<file path="config.mk">
export PLATFORM = sky130hd
export DESIGN_NAME = request_replay_cache_top_flat
export DESIGN_NICKNAME = d
export VERILOG_FILES = /design/src/rtl/rrc_pkg.sv /design/src/rtl/rrc_req_if.sv /design/src/rtl/rrc_rsp_if.sv /design/src/rtl/rrc_ram.sv /design/src/rtl/request_replay_cache_top.sv /design/src/flat_wrapper.sv
export SDC_FILE = /design/constraint.sdc
export NUM_CORES = 1
export LEC_CHECK = 0
export ABC_AREA = 1
export BUFFER_PORTS_ARGS = -buffer_cell sky130_fd_sc_hd__buf_4
export CORE_MARGIN = 2
export CORE_UTILIZATION = 40
export DETAILED_ROUTE_END_ITERATION = 10
export PLACE_DENSITY = 0.55
export SETUP_SLACK_MARGIN = 0.3
export SLEW_MARGIN = 20
export SYNTH_ARGS = -nofsm -noshare
export SYNTH_HDL_FRONTEND = slang
export SYNTH_SLANG_ARGS = --single-unit
</file>
<file path="constraint.sdc">
create_clock -name clk -period 20.7 [get_ports clk]
set_input_delay 1.035 -clock clk [delete_from_list [all_inputs] [get_ports clk]]
set_output_delay 1.035 -clock clk [all_outputs]
set_load 0.1 [all_outputs]
</file>
<file path="src/rtl/rrc_pkg.sv">
// Shared types and constants of the request replay cache.
// Depends on nothing; the interfaces, the top level and the testbench import it.
`default_nettype none

package rrc_pkg;

    localparam int unsigned CACHE_ENTRIES_DEF     = 8;
    localparam int unsigned MAX_REQUEST_BYTES_DEF = 1024;
    localparam int unsigned HEADER_BYTES_DEF      = 16;

    localparam int unsigned IP_W    = 32;
    localparam int unsigned PORT_W  = 16;
    localparam int unsigned WORD_W  = 16;
    localparam int unsigned OFFS_W  = 32;
    localparam int unsigned LEN_W   = 11;
    localparam int unsigned SLOT_W  = 3;
    localparam int unsigned META_W  = 4;

    // Command word layout.
    localparam int unsigned WRITE_BIT  = 15;
    localparam int unsigned META_SHIFT = 13;

    // Meta length per code, one nibble per code: 0, 2, 4, 8 bytes.
    localparam logic [15:0] META_TABLE = 16'h8420;

    typedef struct packed {
        logic [IP_W-1:0]   src_ip;
        logic [PORT_W-1:0] src_port;
        logic [WORD_W-1:0] request_id;
        logic [WORD_W-1:0] command_word;
        logic [WORD_W-1:0] object_index;
        logic [OFFS_W-1:0] object_offset;
        logic [LEN_W-1:0]  length;
    } key_t;

    localparam int unsigned KEY_W = $bits(key_t);

    function automatic logic [META_W-1:0] meta_decode(input logic [1:0] code);
        logic [META_W-1:0] nib;
        case (code)
            2'd0:    nib = META_TABLE[3:0];
            2'd1:    nib = META_TABLE[7:4];
            2'd2:    nib = META_TABLE[11:8];
            default: nib = META_TABLE[15:12];
        endcase
        return nib;
    endfunction

endpackage

`default_nettype wire

</file>
<file path="src/rtl/rrc_req_if.sv">
// Request channel of the request replay cache: valid, ready and one header.
// Depends on rrc_pkg for field widths.
`default_nettype none

interface rrc_req_if;
    import rrc_pkg::*;

    logic              valid;
    logic              ready;
    logic [IP_W-1:0]   src_ip;
    logic [PORT_W-1:0] src_port;
    logic [WORD_W-1:0] request_id;
    logic [WORD_W-1:0] command_word;
    logic [WORD_W-1:0] object_index;
    logic [OFFS_W-1:0] object_offset;
    logic [LEN_W-1:0]  datagram_length;

    modport source (
        output valid, src_ip, src_port, request_id, command_word,
               object_index, object_offset, datagram_length,
        input  ready
    );

    modport sink (
        input  valid, src_ip, src_port, request_id, command_word,
               object_index, object_offset, datagram_length,
        output ready
    );
endinterface

`default_nettype wire

</file>
<file path="src/rtl/rrc_rsp_if.sv">
// Result channel of the request replay cache: valid, ready and one result.
// Depends on rrc_pkg for field widths.
`default_nettype none

interface rrc_rsp_if;
    import rrc_pkg::*;

    logic              valid;
    logic              ready;
    logic              hit;
    logic [SLOT_W-1:0] slot;
    logic              is_write;
    logic [LEN_W-1:0]  request_length;
    logic [META_W-1:0] meta_length;

    modport source (
        output valid, hit, slot, is_write, request_length, meta_length,
        input  ready
    );

    modport sink (
        input  valid, hit, slot, is_write, request_length, meta_length,
        output ready
    );
endinterface

`default_nettype wire

</file>
<file path="src/rtl/rrc_ram.sv">
// Generic single-write, single-read synchronous RAM with registered read data.
// Depends on nothing.
`default_nettype none

module rrc_ram #(
    parameter int unsigned WIDTH = 8,
    parameter int unsigned DEPTH = 8,
    localparam int unsigned AW = (DEPTH > 1) ? $clog2(DEPTH) : 1
) (
    input  wire logic             clk,
    input  wire logic             we,
    input  wire logic [AW-1:0]    waddr,
    input  wire logic [WIDTH-1:0] wdata,
    input  wire logic             re,
    input  wire logic [AW-1:0]    raddr,
    output logic      [WIDTH-1:0] rdata
);

    logic [WIDTH-1:0] mem [DEPTH];

    always_ff @(posedge clk)
    begin
        if (we)
        begin
            mem[waddr] <= wdata;
        end
        if (re)
        begin
            rdata <= mem[raddr];
        end
    end

endmodule

`default_nettype wire

</file>
<file path="src/rtl/request_replay_cache_top.sv">
// Request replay cache top level; depends on rrc_pkg, rrc_req_if, rrc_rsp_if and rrc_ram.
// A miss scans every entry before its result is ready; a hit ends the scan at the first
// matching slot in ascending order. The key memory is read one entry per cycle.
// Throughput: one request at a time; ready returns as the result loads, in the same cycle
// that result valid rises. A stalled result delays that load.
// Reset: asynchronous, active low; clears state, valid bits, replace pointer and result valid.
`default_nettype none

module request_replay_cache_top #(
    parameter int unsigned CACHE_ENTRIES     = rrc_pkg::CACHE_ENTRIES_DEF,
    parameter int unsigned MAX_REQUEST_BYTES = rrc_pkg::MAX_REQUEST_BYTES_DEF,
    parameter int unsigned HEADER_BYTES      = rrc_pkg::HEADER_BYTES_DEF
) (
    input  wire logic clk,
    input  wire logic rst_n,
    rrc_req_if.sink   req,
    rrc_rsp_if.source rsp
);
    import rrc_pkg::*;

    localparam int unsigned IDX_W = (CACHE_ENTRIES > 1) ? $clog2(CACHE_ENTRIES) : 1;
    localparam logic [IDX_W-1:0] LAST_IDX = IDX_W'(CACHE_ENTRIES - 1);
    localparam logic [LEN_W-1:0] MAX_LEN  = LEN_W'(MAX_REQUEST_BYTES);
    localparam logic [LEN_W-1:0] HDR_LEN  = LEN_W'(HEADER_BYTES);

    typedef enum logic [1:0] {
        S_IDLE,
        S_SCAN,
        S_DONE
    } state_t;

    state_t               state_reg, state_next;
    logic [CACHE_ENTRIES-1:0] valid_reg, valid_next;
    logic [IDX_W-1:0]     ptr_reg, ptr_next;
    logic [IDX_W-1:0]     rd_idx_reg, rd_idx_next;
    logic                 issue_done_reg, issue_done_next;
    logic [IDX_W-1:0]     cmp_idx_reg, cmp_idx_next;
    logic                 cmp_vld_reg, cmp_vld_next;
    logic                 hit_reg, hit_next;
    logic [IDX_W-1:0]     slot_idx_reg, slot_idx_next;
    logic                 out_valid_reg, out_valid_next;

    // Request payload, held for the whole scan.
    key_t                 key_reg;
    logic                 wr_reg;
    logic [META_W-1:0]    meta_reg;

    // Result payload.
    logic                 out_hit_reg;
    logic [SLOT_W-1:0]    out_slot_reg;
    logic                 out_wr_reg;
    logic [LEN_W-1:0]     out_len_reg;
    logic [META_W-1:0]    out_meta_reg;

    logic                 accept;
    logic                 load_out;
    logic                 ram_we;
    logic                 ram_re;
    logic [KEY_W-1:0]     ram_rdata;
    key_t                 rd_key;
    logic                 match;

    logic                 in_wr;
    logic [LEN_W-1:0]     dlen_sat;
    logic [LEN_W-1:0]     in_len;

    assign accept = req.valid && req.ready;
    assign req.ready = (state_reg == S_IDLE);

    // Command decode on the incoming header.
    always_comb
    begin
        in_wr    = req.command_word[WRITE_BIT];
        dlen_sat = (req.datagram_length > MAX_LEN) ? MAX_LEN : req.datagram_length;
        if (in_wr)
        begin
            in_len = (dlen_sat > HDR_LEN) ? (dlen_sat - HDR_LEN) : '0;
        end
        else
        begin
            in_len = req.command_word[LEN_W-1:0];
        end
    end

    always_ff @(posedge clk)
    begin
        if (accept)
        begin
            key_reg.src_ip        <= req.src_ip;
            key_reg.src_port      <= req.src_port;
            key_reg.request_id    <= req.request_id;
            key_reg.command_word  <= req.command_word;
            key_reg.object_index  <= req.object_index;
            key_reg.object_offset <= req.object_offset;
            key_reg.length        <= in_len;
            wr_reg                <= in_wr;
            meta_reg              <= meta_decode(req.command_word[META_SHIFT+1:META_SHIFT]);
        end
        if (load_out)
        begin
            out_hit_reg  <= hit_reg;
            out_slot_reg <= SLOT_W'(slot_idx_reg);
            out_wr_reg   <= wr_reg;
            out_len_reg  <= key_reg.length;
            out_meta_reg <= meta_reg;
        end
    end

    assign rd_key = key_t'(ram_rdata);
    assign match  = valid_reg[cmp_idx_reg] && (rd_key == key_reg);

    // Reads are issued one entry per cycle; each read is compared in the cycle after
    // it is issued, so the first matching slot in ascending order wins. The miss
    // write happens only after the scan, so reads and writes never overlap.
    always_comb
    begin
        state_next      = state_reg;
        valid_next      = valid_reg;
        ptr_next        = ptr_reg;
        rd_idx_next     = rd_idx_reg;
        issue_done_next = issue_done_reg;
        cmp_idx_next    = cmp_idx_reg;
        cmp_vld_next    = 1'b0;
        hit_next        = hit_reg;
        slot_idx_next   = slot_idx_reg;
        out_valid_next  = out_valid_reg && !rsp.ready;
        load_out        = 1'b0;
        ram_we          = 1'b0;
        ram_re          = 1'b0;

        case (state_reg)
            S_IDLE:
            begin
                if (accept)
                begin
                    rd_idx_next     = '0;
                    issue_done_next = 1'b0;
                    state_next      = S_SCAN;
                end
            end
            S_SCAN:
            begin
                if (!issue_done_reg)
                begin
                    ram_re       = 1'b1;
                    cmp_vld_next = 1'b1;
                    cmp_idx_next = rd_idx_reg;
                    if (rd_idx_reg == LAST_IDX)
                    begin
                        issue_done_next = 1'b1;
                    end
                    else
                    begin
                        rd_idx_next = rd_idx_reg + 1'b1;
                    end
                end
                if (cmp_vld_reg)
                begin
                    if (match)
                    begin
                        hit_next      = 1'b1;
                        slot_idx_next = cmp_idx_reg;
                        cmp_vld_next  = 1'b0;
                        state_next    = S_DONE;
                    end
                    else if (cmp_idx_reg == LAST_IDX)
                    begin
                        hit_next      = 1'b0;
                        slot_idx_next = ptr_reg;
                        state_next    = S_DONE;
                    end
                end
            end
            S_DONE:
            begin
                if (!out_valid_reg || rsp.ready)
                begin
                    load_out       = 1'b1;
                    out_valid_next = 1'b1;
                    state_next     = S_IDLE;
                    if (!hit_reg)
                    begin
                        ram_we              = 1'b1;
                        valid_next[ptr_reg] = 1'b1;
                        ptr_next = (ptr_reg == LAST_IDX) ? '0 : ptr_reg + 1'b1;
                    end
                end
            end
            default:
            begin
                state_next = S_IDLE;
            end
        endcase
    end

    always_ff @(posedge clk or negedge rst_n)
    begin
        if (!rst_n)
        begin
            state_reg      <= S_IDLE;
            valid_reg      <= '0;
            ptr_reg        <= '0;
            rd_idx_reg     <= '0;
            issue_done_reg <= 1'b0;
            cmp_idx_reg    <= '0;
            cmp_vld_reg    <= 1'b0;
            hit_reg        <= 1'b0;
            slot_idx_reg   <= '0;
            out_valid_reg  <= 1'b0;
        end
        else
        begin
            state_reg      <= state_next;
            valid_reg      <= valid_next;
            ptr_reg        <= ptr_next;
            rd_idx_reg     <= rd_idx_next;
            issue_done_reg <= issue_done_next;
            cmp_idx_reg    <= cmp_idx_next;
            cmp_vld_reg    <= cmp_vld_next;
            hit_reg        <= hit_next;
            slot_idx_reg   <= slot_idx_next;
            out_valid_reg  <= out_valid_next;
        end
    end

    rrc_ram #(
        .WIDTH (KEY_W),
        .DEPTH (CACHE_ENTRIES)
    ) u_key_ram (
        .clk   (clk),
        .we    (ram_we),
        .waddr (ptr_reg),
        .wdata (KEY_W'(key_reg)),
        .re    (ram_re),
        .raddr (rd_idx_reg),
        .rdata (ram_rdata)
    );

    assign rsp.valid          = out_valid_reg;
    assign rsp.hit            = out_hit_reg;
    assign rsp.slot           = out_slot_reg;
    assign rsp.is_write       = out_wr_reg;
    assign rsp.request_length = out_len_reg;
    assign rsp.meta_length    = out_meta_reg;

endmodule

`default_nettype wire

</file>
<file path="src/flat_wrapper.sv">
// flat-port wrapper written by rule: the top's interface ports become plain ports
module request_replay_cache_top_flat import rrc_pkg::*;
#(
    parameter int unsigned CACHE_ENTRIES     = rrc_pkg::CACHE_ENTRIES_DEF,
    parameter int unsigned MAX_REQUEST_BYTES = rrc_pkg::MAX_REQUEST_BYTES_DEF,
    parameter int unsigned HEADER_BYTES      = rrc_pkg::HEADER_BYTES_DEF
)
  (clk, rst_n, req_valid, req_src_ip, req_src_port, req_request_id, req_command_word, req_object_index, req_object_offset, req_datagram_length, req_ready, rsp_valid, rsp_hit, rsp_slot, rsp_is_write, rsp_request_length, rsp_meta_length, rsp_ready);
  rrc_req_if req_i ();
  rrc_rsp_if rsp_i ();
  input  wire logic clk;
  input  wire logic rst_n;
  input wire logic [$bits(req_i.valid)-1:0] req_valid;
  input wire logic [$bits(req_i.src_ip)-1:0] req_src_ip;
  input wire logic [$bits(req_i.src_port)-1:0] req_src_port;
  input wire logic [$bits(req_i.request_id)-1:0] req_request_id;
  input wire logic [$bits(req_i.command_word)-1:0] req_command_word;
  input wire logic [$bits(req_i.object_index)-1:0] req_object_index;
  input wire logic [$bits(req_i.object_offset)-1:0] req_object_offset;
  input wire logic [$bits(req_i.datagram_length)-1:0] req_datagram_length;
  output wire logic [$bits(req_i.ready)-1:0] req_ready;
  output wire logic [$bits(rsp_i.valid)-1:0] rsp_valid;
  output wire logic [$bits(rsp_i.hit)-1:0] rsp_hit;
  output wire logic [$bits(rsp_i.slot)-1:0] rsp_slot;
  output wire logic [$bits(rsp_i.is_write)-1:0] rsp_is_write;
  output wire logic [$bits(rsp_i.request_length)-1:0] rsp_request_length;
  output wire logic [$bits(rsp_i.meta_length)-1:0] rsp_meta_length;
  input wire logic [$bits(rsp_i.ready)-1:0] rsp_ready;
  assign req_i.valid = req_valid;
  assign req_i.src_ip = req_src_ip;
  assign req_i.src_port = req_src_port;
  assign req_i.request_id = req_request_id;
  assign req_i.command_word = req_command_word;
  assign req_i.object_index = req_object_index;
  assign req_i.object_offset = req_object_offset;
  assign req_i.datagram_length = req_datagram_length;
  assign req_ready = req_i.ready;
  assign rsp_valid = rsp_i.valid;
  assign rsp_hit = rsp_i.hit;
  assign rsp_slot = rsp_i.slot;
  assign rsp_is_write = rsp_i.is_write;
  assign rsp_request_length = rsp_i.request_length;
  assign rsp_meta_length = rsp_i.meta_length;
  assign rsp_i.ready = rsp_ready;
  request_replay_cache_top #(.CACHE_ENTRIES(CACHE_ENTRIES), .MAX_REQUEST_BYTES(MAX_REQUEST_BYTES), .HEADER_BYTES(HEADER_BYTES)) u_core (.clk(clk), .rst_n(rst_n), .req(req_i), .rsp(rsp_i));
endmodule
</file>
# After elaboration in Yosys (flattened, before gate mapping)
# Memories as Yosys holds them, arrays and structs flattened. A register that Yosys moved wholly into a read port is not among the register bits.
# Cells that the tools add are included.
# Widths: inputs -> output; s select.
dict set report totals {
  latch_bits 0
  ff_bits 190
  mem_bits_rw 1112
  mem_count 1
  word_cells 108
  rom_bits 0
}
# memory depth word_bits rd rd_ports_with_merged_regs write_ports line
set mem_list {}
lappend mem_list {u_core.u_key_ram.mem 8 139 1 1 1 rrc_ram.sv:19} ;# logic [WIDTH-1:0] mem [DEPTH];
dict set report op_classes {
  magnitude_cmp 5
  n_mul 0
  n_reduce_logical 17
  n_eq_ne 14
  bitwise_logic 3
  div_mod_pow 0
  addsub 3
  n_mux 41
  n_shift 0
}
# op count
set op_table {}
lappend op_table {{$eq 139x139->1} 1}
lappend op_table {{$mux 11} 3}
lappend op_table {{$mux 1} 21}
lappend op_table {{$mux 3} 6}
lappend op_table {{$pmux 4 s3} 1}
lappend op_table {{$gt 11x11->1 const B} 1}
lappend op_table {{$gt 11x5->1 const B} 1}
lappend op_table {{$sub 11x5->11 const B} 1}
lappend op_table {{$mux 2} 5}
lappend op_table {{$eq 3x3->1 const B} 3}
lappend op_table {{$lt 3x4->1 const B} 2}
lappend op_table {{$or 8x8->8} 1}
lappend op_table {{$reduce_and 4->1} 2}
lappend op_table {{$add 3x1->3 const B} 2}
lappend op_table {{$ne 2x2->1 const B} 3}
lappend op_table {{$pmux 2 s3} 1}
lappend op_table {{$pmux 3 s2} 1}
lappend op_table {{$reduce_and 3->1} 2}
lappend op_table {{$eq 2x1->1 const B} 2}
lappend op_table {{$eq 2x2->1 const B} 2}
lappend op_table {{$logic_and 1x1->1} 4}
lappend op_table {{$logic_not 2->1} 2}
lappend op_table {{$ne 2x1->1 const B} 2}
lappend op_table {{$reduce_and 2->1} 2}
lappend op_table {{9 further kinds} 12}

# Longest topological paths before layout
# Gate-level depths: netlist (run 1).
dict set report logic_depth {
  word_depth 6
  ltp_mapped 15
  depth_no_buf 15
}

# Hierarchy
# Synthesis (run 1) repeated with hierarchy kept, for this count alone.
dict set report unflattened {
  cells_unflattened 5738
  area_unflattened_um2 61207.5
}
# mod instances cells_each area_each_um2
set modules_own_cells {}
lappend modules_own_cells {rrc_ram 1 4961 52542.9}
lappend modules_own_cells {request_replay_cache_top 1 777 8664.6}

# Worst setup path before layout (run 1)
# No wires, ideal clock.
dict set report synth_timing {
  path_type {input -> register}
  start {input port rsp_ready}
  end {memory u_core.u_key_ram.mem[1][0] (netlist name) (enable)}
  slack_ns 12.635
  n_path_buf 0
  cell_stages 6
  t_arrival_ns 7.425
  required_time_ns 20.059
  cell_sequence {nor2_1 > nor3_2 > inv_1 > nor2_1 > inv_2 > nor2_1}
}
dict set report synth_between {
  elab_chain_len 5
}
# item line
set synth_lines {}
lappend synth_lines {{from (decl)} flat_wrapper.sv:28} ;# input wire logic [$bits(rsp_i.ready)-1:0] rsp_ready;
lappend synth_lines {{$logic_or 1x1->1} request_replay_cache_top.sv:176} ;# if (!out_valid_reg || rsp.ready)
lappend synth_lines {{$mux 1} request_replay_cache_top.sv:176}
lappend synth_lines {{$mux 1} request_replay_cache_top.sv:131} ;# case (state_reg)
lappend synth_lines {{$mux 1} rrc_ram.sv:23} ;# if (we)
lappend synth_lines {{$mux 1 (implied by the code)} rrc_ram.sv:25} ;# mem[waddr] <= wdata;
lappend synth_lines {{to (decl)} rrc_ram.sv:19}
# Every way passes these cells.

==> results of run 1 <==
[power groups by stage]
stage | clock (µW) | combinational, µW | sequential, µW
after floorplan | 0 | 1020 | 3660
after global placement | 0 | 1330 | 3740
after detailed placement | 0 | 1340 | 3740
after CTS | 2690 | 1350 | 3680
after global routing | 2800 | 1510 | 3700
final | 2630 | 1320 | 3680
[how the worst min path moves through the flow]
stage / to / cells past startpoint
2_1_floorplan: u_core.rsp.meta_length[1]$_DFFE_PP_ / 0
3_3_place_gp: u_core.rsp.meta_length[3]$_DFFE_PP_ / 0
3_5_place_dp: u_core.rsp.meta_length[1]$_DFFE_PP_ / 0
4_1_cts: u_core.rd_idx_reg[2]$_DFFE_PN0P_ / 1
5_1_grt: u_core.rd_idx_reg[1]$_DFFE_PN0P_ / 1
6_report: u_core.slot_idx_reg[0]$_DFFE_PN0P_ / 1
[cell usage after synthesis]
| library cell | number | area [µm²] |
|---|---|---|
| sky130_fd_sc_hd__nor2_1 | 1098 | 4121 |
| sky130_fd_sc_hd__nor2_2 | 4 | 25.02 |
| sky130_fd_sc_hd__edfxtp_1 | 1412 | 42400 |
| sky130_fd_sc_hd__ha_1 | 6 | 75.07 |
| sky130_fd_sc_hd__a31oi_1 | 139 | 869.6 |
| sky130_fd_sc_hd__or2_2 | 6 | 37.54 |
| sky130_fd_sc_hd__xnor2_1 | 96 | 840.8 |
| sky130_fd_sc_hd__inv_1 | 123 | 461.7 |
| sky130_fd_sc_hd__buf_2 | 61 | 305.3 |
| sky130_fd_sc_hd__or2_4 | 1 | 8.760 |
| sky130_fd_sc_hd__nand2_1 | 258 | 968.4 |
| sky130_fd_sc_hd__nand3_1 | 13 | 65.06 |
| sky130_fd_sc_hd__o21ai_1 | 2 | 10.01 |
| sky130_fd_sc_hd__o41ai_1 | 1 | 8.760 |
| sky130_fd_sc_hd__nor2_4 | 1 | 11.26 |
| sky130_fd_sc_hd__o21ai_2 | 11 | 96.34 |
| sky130_fd_sc_hd__a21oi_4 | 1 | 16.27 |
| sky130_fd_sc_hd__nor3_1 | 2 | 10.01 |
| sky130_fd_sc_hd__buf_4 | 17 | 127.6 |
| sky130_fd_sc_hd__dfrtp_1 | 26 | 650.6 |
| sky130_fd_sc_hd__a21oi_1 | 3 | 15.01 |
| sky130_fd_sc_hd__nand4_1 | 11 | 68.82 |
| sky130_fd_sc_hd__or2_1 | 4 | 25.02 |
| sky130_fd_sc_hd__inv_2 | 4 | 15.01 |
| sky130_fd_sc_hd__o21ai_0 | 568 | 2843 |
| sky130_fd_sc_hd__nand3_2 | 3 | 30.03 |
| sky130_fd_sc_hd__nand3_4 | 1 | 17.52 |
| sky130_fd_sc_hd__conb_1 | 1 | 3.750 |
| sky130_fd_sc_hd__xor2_1 | 47 | 411.6 |
| sky130_fd_sc_hd__o22ai_1 | 140 | 875.8 |
| sky130_fd_sc_hd__o31ai_1 | 1 | 7.510 |
| sky130_fd_sc_hd__inv_4 | 2 | 12.51 |
| sky130_fd_sc_hd__nand3b_2 | 1 | 11.26 |
| sky130_fd_sc_hd__o41ai_2 | 1 | 16.27 |
| sky130_fd_sc_hd__buf_6 | 4 | 45.04 |
| sky130_fd_sc_hd__nor3_2 | 2 | 20.02 |
| sky130_fd_sc_hd__clkbuf_1 | 122 | 457.9 |
| sky130_fd_sc_hd__buf_1 | 13 | 48.80 |
| sky130_fd_sc_hd__nand2_2 | 3 | 18.77 |
[area by class of cell]
| class | count | area, µm² | area share (%) |
|---|---|---|---|
| clock buffers | 202 | 4140 | 6.479 |
| clock inverters | 75 | 653.1 | 1.022 |
| inverters | 129 | 525.5 | 0.8224 |
| multi-input cells | 2425 | 11600 | 18.15 |
| flip-flops and latches | 1438 | 43060 | 67.39 |
| well taps | 1876 | 2347 | 3.673 |
| repair buffers | 198 | 1574 | 2.463 |
[stage by stage]
stage | instance area (µm²) | hold WS (ns) | cells | setup WS (ns) | power, µW
after floorplan | 56050 | 0.4003 | 4209 | 12.63 | 4677
final | 63900 | 0.1811 | 6343 | 16.65 | 7627
after CTS | 63900 | 0.1318 | 6343 | 16.57 | 7719
after detailed placement | 59100 | 0.4062 | 6066 | 16.12 | 5084
after global routing | 63900 | 0.1745 | 6343 | 16.26 | 8012
after global placement | 59100 | 0.4038 | 6066 | 16.07 | 5065
[per-layer routing]
layer	vias up	share of wire (%)	track usage [%]
met5	-	0.016	0
met4	4	1.9	5.224
met3	169	5.8	3.583
met2	788	46	28.85
met1	16120	46	25.81
li1	15360	-	-
[cells by family (layout without fill, tap and decap cells)]
group                    after synthesis  in the layout
flip-flops                          1438           1438
AND/OR/NAND/NOR                     1408           1408
AO/OA/AOI/OAI                        867            867
XOR/XNOR                             143            143
other                                  1              1
adder cells (fa/ha/maj)                6              6
buffers and inverters                346            604
==> metrics.yaml, run 1 <==
cts:
  htreeDepth: 4
  cts_hold_repair.buffers: 0
  cts.repair.resized: 0
  tritoncts.num_buffers: 155
  postCtsSetupRepairBufs: 0
  clockBufferDepth: 3
  insertion_delay_ns: 0.78
  clk_pin_slew_ns: 0.06
  cts.sinks: 1438
  cts-root-buf: "sky130_fd_sc_hd__clkbuf_16"
  tritoncts: "built"
setup_path:
  timing.critical_path.arrival_ns: 4.67
  worst_ep_required_time_ns: 21.32
  crit_path_capture_type: "flop"
  worst_setup_path_start_kind: "flop"
  crit-reg2reg-launch: "u_core.rd_idx_reg[0]$_DFFE_PN0P_"
  cp_max_fanout: 290
  cp_common_cell: "sky130_fd_sc_hd__buf_4"
  setup.worst_path.class: "reg2reg"
  crit_path_start: "u_core.rd_idx_reg[0]$_DFFE_PN0P_"
  r2r_end: "u_core.u_key_ram.rdata[131]$_DFFE_PP_"
  critPathBufInv: 3
  critical_path.endpoint: "u_core.u_key_ram.rdata[131]$_DFFE_PP_"
  cpPeakStageDelay_ns: 0.82
  timing.critical_path.slowest_stage_cell: "sky130_fd_sc_hd__dfrtp_4"
  reg_to_reg_slack_setup_ns: 16.65
  cp.depth: 7
  ff2ff_path_depth: 7
  timing.critical_path.max_delay_family: "buffers and inverters"
  path_cells: "inv_16 -> buf_4 -> buf_4 -> o21ai_0 -> o22ai_1 -> nor2_1 -> a31oi_1"
logic_synthesis:
  synth_area_in_compound_gates_pct: 8.489
  synth-xor-area-share_pct: 2.234
  post_synth_num_cell_types: 39
  synthMuxAreaShare_pct: 0
  synth_simple_gate_area_share_pct: 9.703
  synth_fa_ha_area_share_pct: 0.1339
  yosys_register_bits: 1438
  avgSynthCellArea_um2: 13.32
  synth_area_um2: 56050
  yosysWarnings: 0
  synth_fp_nets: 4358
  syn-instance-count: 4209
  synth-seq-area-share_pct: 76.80
  dominant_combinational_cell_family_by_area_after_synthesis: "simple AND/OR/NAND/NOR gates"
final_layout:
  final_common_cell: "sky130_fd_sc_hd__edfxtp_1"
  fin_nets: 4496
  fraction_of_final_layout_cells_with_drive_strength_greater_than_1_pct: 10.10
  largest_register_ff_count: 1112
  layout.cells.most_common_list: "sky130_fd_sc_hd__edfxtp_1, sky130_fd_sc_hd__nor2_1, sky130_fd_sc_hd__o21ai_0"
  flow.area_growth_from_synthesis_pct: 13.99
  insertedDiodeCount: 0
  final_util_pct: 45.85
  count_of_fill_cells_added_during_filler_insertion: 12330
floorplan:
  placeableCoreArea_um2: 139400
  fp-row-count: 137
  dieArea_um2: 143100
  die-width_um: 378.3
  floorplan.initialDensity_pct: 40.22
  top_level_ports: 165
  die_h_um: 378.3
sta:
  max_slew.worst_pin.slew_ns: 1.181
  max_freq_mhz: 246.8
  setup-violations-final: 0
  final.period_utilization_pct: 19.57
  max_slew_margin_pct: 21.28
  hold_viol_final: 0
  worst_clock_skew_ns: 0.02820
  rsz0062_at_grt: "no"
  period_minus_ws_final_ns: 4.051
  slew_viol_final: 0
  setup_total_negative_slack_ns: 0
flow_run:
  max_cap_viol_count: 0
pwr:
  swShare_pct: 29.04
  power_report.internal_total_uw: 5413
  power_leakage_uw: 0.02139
  seq_power_share_pct: 48.2
  clkPwrFrac_pct: 34.4
  worst_ir_drop_vdd_uv: 104.9
  psw_uw: 2215
  cellPowerDensity_nw_per_um2: 119.4
  comb_power_share_pct: 17.3
global_routing:
  grt_start_max_net_pins: 291
  antenna_violations_before_repair: 4
  overflow: 0
  grt_pass1_wl_mm: 197.7
  gr-usage-all-layers_pct: 18.31
  first_global_vias: 31950
placement:
  detailedPlacementHpwl_mm: 63.63
  gp_congestion: 0.7683
  buffer_ports.inserted: 163
detailed_routing:
  wl_per_cell_um: 20.60
  route.vias.total: 32450
  ant_nets: 0
  dr.pass1.iters: 5
  drt_drc_violations_left: 0
  routed_wl_mm: 130.7
  drt-vias-per-instance: 5.115
  drt-initial-drc-count: 2648
worst_hold_path:
  holdCritPathClass: "in2async"
status:
  outcome: "finished, final reports clean"
Note: power is estimated with default switching activity, not from simulation.
==> run 2: changes to the inputs <==
--- a/config.mk
+++ b/config.mk
@@ -5,7 +5,7 @@
 export SDC_FILE = /design/constraint.sdc
 export NUM_CORES = 1
 export LEC_CHECK = 0
-export ABC_AREA = 1
+export ABC_AREA = 0
 export BUFFER_PORTS_ARGS = -buffer_cell sky130_fd_sc_hd__buf_4
 export CORE_MARGIN = 2
 export CORE_UTILIZATION = 40
==> constraint.sdc (replaced) <==
create_clock -name clk -period 4 [get_ports clk]
set_input_delay 0.2 -clock clk [delete_from_list [all_inputs] [get_ports clk]]
set_output_delay 0.2 -clock clk [all_outputs]
set_load 0.1 [all_outputs]
==> metrics.yaml, run 2 <==
floorplan:
  dieArea_um2: 137000  # -4.3%
  floorplan.initialDensity_pct: 40.23  # about the same
  die-width_um: 370.1  # -2.2%
  placeableCoreArea_um2: 133300  # -4.4%
  die_h_um: 370.1  # -2.2%
  fp-row-count: 134  # -2.2%
  top_level_ports: 165  # unchanged
detailed_routing:
  ant_nets: 0  # unchanged
  drt-initial-drc-count: 2275  # -14%
  route.vias.total: 24510  # -24%
  routed_wl_mm: 124.3  # -4.9%
  wl_per_cell_um: 26.88  # +31%
  dr.pass1.iters: 7  # +2
  drt_drc_violations_left: 0  # unchanged
  drt-vias-per-instance: 5.304  # +3.7%
logic_synthesis:
  most_area_consuming_cells_after_synthesis: "sky130_fd_sc_hd__edfxtp_1, sky130_fd_sc_hd__mux4_2, sky130_fd_sc_hd__mux2_2, sky130_fd_sc_hd__xnor2_1, sky130_fd_sc_hd__dfrtp_1"
  synth_most_common_cell: "sky130_fd_sc_hd__edfxtp_1"
  avgSynthCellArea_um2: 23.60  # +77%
  synth_fp_nets: 2421  # -44%
  yosys_register_bits: 1438  # unchanged
  share_of_flip_flops_with_an_asynchronous_set_or_reset_after_synthesis_pct: 1.808  # unchanged
  post_synth_edffs: 1412  # unchanged
  synth_top_cell_by_area: "sky130_fd_sc_hd__edfxtp_1"
  yosysWarnings: 0  # unchanged
  synth_area_um2: 53630  # -4.3%
  synth-seq-area-share_pct: 80.28  # +3.5 points
  ys_dominant_reg_cell: "sky130_fd_sc_hd__edfxtp_1"
  syn-instance-count: 2272  # -46%
  synth_largest_type_area_fraction_pct: 79.07  # +3.4 points
  netlist_top_cells_count: "sky130_fd_sc_hd__edfxtp_1, sky130_fd_sc_hd__mux4_2, sky130_fd_sc_hd__mux2_2"
  post_synth_num_cell_types: 41  # +5.1%
sta:
  rsz0062_at_grt: "no"
  setup-violations-final: 0  # unchanged
  timing.hold.ws_ns: 0.1122  # -0.06886 ns
  worst_clock_skew_ns: 0.02594  # -0.002255 ns
  max_freq_mhz: 290.1  # +18%
  period_minus_ws_final_ns: 3.448  # -0.6038 ns
  setup_total_negative_slack_ns: 0  # unchanged
  max_slew_margin_pct: 24.64  # +3.4 points
  hold_viol_final: 0  # unchanged
  slew_viol_final: 0  # unchanged
  max_slew.worst_pin.slew_ns: 1.130  # -0.05029 ns
  final.period_utilization_pct: 86.19  # +67 points
setup_path:
  timing.critical_path.arrival_ns: 4.09  # -0.58 ns
  ff2ff_path_depth: 8  # +1
  cp_max_fanout: 12  # -96%
  critical_path.endpoint: "u_core.slot_idx_reg[1]$_DFFE_PN0P_"
  crit-reg2reg-launch: "u_core.key_reg[39]$_DFFE_PP_"
  cp_common_cell: "sky130_fd_sc_hd__nand4_1"
  worst_setup_path_start_kind: "flop"
  setup.worst_path.class: "reg2reg"
  crit_path_capture_type: "flop"
  crit_path_start: "u_core.key_reg[39]$_DFFE_PP_"
  worst_ep_required_time_ns: 4.64  # -16.68 ns
  r2r_end: "u_core.slot_idx_reg[1]$_DFFE_PN0P_"
  cpPeakStageDelay_ns: 0.65  # -0.17 ns
  reg_to_reg_slack_setup_ns: 0.55  # -16.10 ns
  timing.critical_path.slowest_stage_cell: "sky130_fd_sc_hd__nor4_1"
  path_cells: "xnor2_1 -> nand4_1 -> nor4_1 -> nand4_1 -> nor4_2 -> buf_4 -> nor2_1 -> or3_1"
cts:
  insertion_delay_ns: 0.76  # -0.02 ns
  clk_pin_slew_ns: 0.06  # about the same
  cts-root-buf: "sky130_fd_sc_hd__clkbuf_16"
  tritoncts: "built"
  clockBufferDepth: 3  # unchanged
  cts.sinks: 1438  # unchanged
  tritoncts.num_buffers: 148  # -4.5%
  htreeDepth: 4  # unchanged
placement:
  detailed_place.area_um2: 58110  # -1.7%
  buffer_ports.inserted: 163  # unchanged
  gp_congestion: 0.7665  # -0.23%
  detailedPlacementHpwl_mm: 72.30  # +14%
pwr:
  cellPowerDensity_nw_per_um2: 646.3  # +440%
  power_leakage_uw: 0.02048  # -4.2%
  worst_ir_drop_vdd_uv: 458.4  # +340%
final_layout:
  flow.area_growth_from_synthesis_pct: 20.02
  largest_register_ff_count: 1112  # unchanged
  multi_input_area_um2: 10300  # -11%
  fin_nets: 2890  # -36%
  register_area_um2: 43070  # about the same
  final_common_cell: "sky130_fd_sc_hd__edfxtp_1"
  layout.cells.most_common_list: "sky130_fd_sc_hd__edfxtp_1, sky130_fd_sc_hd__mux4_2, sky130_fd_sc_hd__buf_4"
  fraction_of_final_layout_cells_with_drive_strength_greater_than_1_pct: 31.83  # +22 points
  final_util_pct: 48.29  # +2.4 points
  layout.cell_area.non_filler_um2: 64360  # +0.73%
  count_of_fill_cells_added_during_filler_insertion: 10730  # -13%
global_routing:
  overflow: 0  # unchanged
  grt_pass1_wl_mm: 180.2  # -8.8%
  first_global_vias: 25930  # -19%
  antenna_violations_before_repair: 6  # +2
  grt_start_max_net_pins: 61  # -79%
  gr-usage-all-layers_pct: 18.42  # +0.12 points
status:
  outcome: "finished, final reports clean"
flow_run:
  max_cap_viol_count: 0  # unchanged
worst_hold_path:
  holdCritPathClass: "in2reg"
-- run 2: cell count changes after synthesis, moves of 50 or more --
| cell | delta |
|---|---|
| sky130_fd_sc_hd__a31oi_1 | -139 |
| sky130_fd_sc_hd__nand2_1 | -226 |
| sky130_fd_sc_hd__clkbuf_1 | -81 |
| sky130_fd_sc_hd__mux4_2 | +278 |
| sky130_fd_sc_hd__nor2_1 | -1080 |
| sky130_fd_sc_hd__o21ai_0 | -561 |
| sky130_fd_sc_hd__o22ai_1 | -140 |
| sky130_fd_sc_hd__inv_1 | -112 |
| sky130_fd_sc_hd__mux2_2 | +142 |
| sky130_fd_sc_hd__buf_2 | -50 |
-- run 2: layout make-up --
| type | count | area share, % |
|---|---|---|
| Clock inverter | 75 | 1.196 |
| Inverter | 11 | 0.07582 |
| Timing Repair Buffer | 402 | 6.124 |
| Tap cell | 1768 | 3.437 |
| Clock buffer | 187 | 6.246 |
| Antenna cell | 1 | 0.003888 |
| Sequential cell | 1438 | 66.91 |
| Multi-Input combinational cell | 740 | 16.01 |
-- run 2: report_power, final --
part / switching (µW) / internal, µW
Clock: 5510 / 8110
Combinational: 4080 / 4470
Sequential: 1100 / 18300
Total: 10700 / 30900
-- run 2: worst min path at each step --
| stage | from | to | slack [ns] | depth (start not counted) |
|---|---|---|---|---|
| 2_1_floorplan | rst_n | u_core.cmp_idx_reg[0]$_DFFE_PN0P_ | -0.1 | 0 |
| 3_3_place_gp | rst_n | u_core.rsp.valid$_DFF_PN0_ | 0.13 | 1 |
| 3_5_place_dp | rst_n | u_core.rsp.valid$_DFF_PN0_ | 0.14 | 1 |
| 4_1_cts | req_datagram_length[7] | u_core.key_reg[5]$_DFFE_PP_ | 0.03 | 4 |
| 5_1_grt | req_datagram_length[7] | u_core.key_reg[5]$_DFFE_PP_ | 0.09 | 4 |
| 6_report | req_datagram_length[7] | u_core.key_reg[5]$_DFFE_PP_ | 0.11 | 4 |
-- run 2: repair_timing --
| item | 4_1_cts | 5_1_grt |
|---|---|---|
| buffers inserted | 0 | 0 |
| hold buffers | 145 | 0 |
| resized for setup | 0 | 0 |
| hold endpoints to repair | 175 | 0 |
| endpoints found under the setup margin | 0 | 0 |
-- run 2: routing by layer --
metal	global-route usage, %	up-vias	part of all wire [%]
met3	3.552	159	5.0
li1	-	10440	-
met2	29.56	633	49
met1	26.02	13290	44
met4	4.636	0	1.8
met5	0	-	0
-- run 2: kinds of logic (layout without fill, tap and decap cells) --
| kind of cell | after synthesis | in the layout | share of synthesized area, % |
|---|---|---|---|
| other cells | 1 | 2 | 0.006993 |
| flops | 1438 | 1438 | 80.28 |
| xor+xnor | 139 | 139 | 2.270 |
| simple gates | 140 | 140 | 1.407 |
| mux | 424 | 424 | 14.79 |
| buf+inv | 94 | 675 | 0.7046 |
| fa+ha+maj | 6 | 6 | 0.1400 |
| compound gates | 30 | 30 | 0.3966 |
-- run 2: critical path: cells and delay by family, from the launching register on --
| family | cells | cell delay [ns] |
|---|---|---|
| buf+inv | 1 | 0.26 |
| simple gates | 6 | 2.11 |
| xor+xnor | 1 | 0.38 |
| flops | 1 | 0.58 |
-- run 2: through the flow --
step / instances / setup slack (ns) / total power (µW)
global route: 4621 / 0.3411 / 43320
floorplan: 2272 / -1.394 / 25450
CTS: 4621 / 0.4700 / 42160
finish: 4622 / 0.5524 / 41600
global placement: 4214 / 0.5268 / 28240
detailed placement: 4214 / 0.4807 / 28340
==> run 3: changes to the inputs <==
--- a/config.mk
+++ b/config.mk
@@ -11,6 +11,7 @@
 export CORE_UTILIZATION = 40
 export DETAILED_ROUTE_END_ITERATION = 10
 export PLACE_DENSITY = 0.55
+export RECOVER_POWER = 50
 export SETUP_SLACK_MARGIN = 0.3
 export SLEW_MARGIN = 20
 export SYNTH_ARGS = -nofsm -noshare
==> metrics.yaml, run 3 (same netlist as run 2, synthesis figures left out) <==
status:
  outcome: "finished, violations left"
  violations_in_the_final_reports: "capacitance limit, slew limit"
cts:
  cts.repair.resized: 0  # unchanged
  tritoncts: "built"
  clockBufferDepth: 3  # unchanged
  clk_pin_slew_ns: 0.06  # about the same
  cts-root-buf: "sky130_fd_sc_hd__clkbuf_16"
  cts_hold_repair.buffers: 145  # unchanged
  htreeDepth: 4  # unchanged
  postCtsSetupRepairBufs: 0  # unchanged
  insertion_delay_ns: 0.76  # about the same
  cts.sinks: 1438  # unchanged
  tritoncts.num_buffers: 148  # unchanged
global_routing:
  grt_start_max_net_pins: 61  # unchanged
  first_global_vias: 25930  # unchanged
  overflow: 0  # unchanged
  antenna_violations_before_repair: 5  # -1
  gr-usage-all-layers_pct: 18.42  # unchanged
  grt_pass1_wl_mm: 180.2  # unchanged
floorplan:
  floorplan.initialDensity_pct: 40.23  # unchanged
  die-width_um: 370.1  # unchanged
  top_level_ports: 165  # unchanged
  dieArea_um2: 137000  # unchanged
  fp-row-count: 134  # unchanged
  placeableCoreArea_um2: 133300  # unchanged
  die_h_um: 370.1  # unchanged
flow_run:
  max_cap_viol_count: 5  # +5
sta:
  worst_clock_skew_ns: 0.02710  # +0.001158 ns
  slew_viol_final: 158  # +158
  setup-violations-final: 0  # unchanged
  period_minus_ws_final_ns: 3.570  # +0.1225 ns
  setup_total_negative_slack_ns: 0  # unchanged
  final.period_utilization_pct: 89.25  # +3.1 points
  rsz0062_at_grt: "no"
  hold_viol_final: 0  # unchanged
  max_slew_margin_pct: -62.16  # -87 points
  max_slew.worst_pin.slew_ns: 2.432  # +1.302 ns
  timing.hold.ws_ns: 0.1693  # +0.05713 ns
  max_freq_mhz: 280.1  # -3.4%
setup_path:
  worst_ep_required_time_ns: 4.50  # -0.14 ns
  setup.worst_path.class: "reg2reg"
  worst_setup_path_start_kind: "flop"
  cp_max_fanout: 38  # +26
  crit_path_capture_type: "flop"
  timing.critical_path.arrival_ns: 4.07  # -0.02 ns
placement:
  gp_congestion: 0.7665  # unchanged
  dpl.cell_count: 4214  # unchanged
  buffer_ports.inserted: 163  # unchanged
  detailedPlacementHpwl_mm: 72.30  # unchanged
final_layout:
  insertedDiodeCount: 0  # -1
  post_layout_nonfiller_instances: 4621  # -0.022%
  flow.area_growth_from_synthesis_pct: 19.12
  fraction_of_final_layout_cells_with_drive_strength_greater_than_1_pct: 27.83  # -4.0 points
  largest_register_ff_count: 1112  # unchanged
  final_common_cell: "sky130_fd_sc_hd__edfxtp_1"
  fin_nets: 2890  # unchanged
  layout.cells.most_common_list: "sky130_fd_sc_hd__edfxtp_1, sky130_fd_sc_hd__mux4_2, sky130_fd_sc_hd__clkbuf_16"
  final_util_pct: 47.92  # -0.36 points
detailed_routing:
  drt-vias-per-instance: 5.288  # -0.29%
  drt_drc_violations_left: 0  # unchanged
  ant_nets: 0  # unchanged
  routed_wl_mm: 124.1  # -0.12%
  wl_per_cell_um: 26.86  # -0.10%
  dr.pass1.iters: 6  # -1
  route.vias.total: 24440  # -0.31%
  drt-initial-drc-count: 2317  # +1.8%
pwr:
  power_leakage_uw: 0.02007  # -2.0%
  finalPower_uw: 41580  # about the same
  cellPowerDensity_nw_per_um2: 651.0  # +0.72%
  worst_ir_drop_vdd_uv: 458.2  # about the same
worst_hold_path:
  holdCritPathClass: "in2reg"
==> run 3: cell count changes in the layout (fill, tap and decap cells not counted), sizes merged <==
| cell | delta |
|---|---|
| clkbuf | +155 |
| diode | -1 |
| buf | -155 |
==> run 3: layout make-up <==
type | instances | area (µm²)
well taps | 1768 | 2212
fillers | 10840 | 69410
flip-flops and latches | 1438 | 43060
multi-input cells | 740 | 10270
inverters | 11 | 43.79
clock inverters | 75 | 769.5
repair buffers | 402 | 3493
clock buffers | 187 | 4020
==> run 3: path summary, 6_finish.rpt <==
kind,start,endpoint,slack (ns),cells after the start
worst max register to register,u_core.rd_idx_reg[1]$_DFFE_PN0P_,u_core.u_key_ram.rdata[124]$_DFFE_PP_,0.43,3
worst min-delay path,req_datagram_length[4],u_core.key_reg[4]$_DFFE_PP_,0.17,3
worst max-delay path,u_core.rd_idx_reg[1]$_DFFE_PN0P_,u_core.u_key_ram.rdata[124]$_DFFE_PP_,0.43,3
worst min register to register,u_core.meta_reg[3]$_DFFE_PP_,u_core.rsp.meta_length[3]$_DFFE_PP_,0.42,0
max in group asynchronous,rst_n,u_core.rsp.valid$_DFF_PN0_,2.04,4
min in group asynchronous,rst_n,u_core.ptr_reg[1]$_DFFE_PN0P_,0.95,4
==> run 3: routing by layer <==
layer | track usage, % | part of all wire, % | routed length (µm) | up-vias
met2 | 29.56 | 49 | 60870 | 629
met3 | 3.552 | 4.9 | 6112 | 166
met4 | 4.636 | 1.8 | 2228 | 0
met5 | 0 | 0 | 0 | -
li1 | - | - | - | 10430
met1 | 26.02 | 44 | 54890 | 13210
==> run 3: power breakdown <==
group          switching [µW]  internal [µW]
sequential               1100          18300
combinational            4070           4470
clock                    5510           8110
==> run 3: critical path, cell delays in order, from the launching register on <==
cell and delay (ns):
sky130_fd_sc_hd__dfrtp_1 1.98, sky130_fd_sc_hd__buf_4 0.58, sky130_fd_sc_hd__mux4_2 0.38, sky130_fd_sc_hd__mux2_2 0.27
==> run 3: per-stage QoR <==
step	worst slack (ns)	cell area [µm²]
global route	0.3000	63880
floorplan	-1.394	53740
detailed placement	0.4807	58110
CTS	0.4700	64360
global placement	0.5268	58110
finish	0.4298	63880
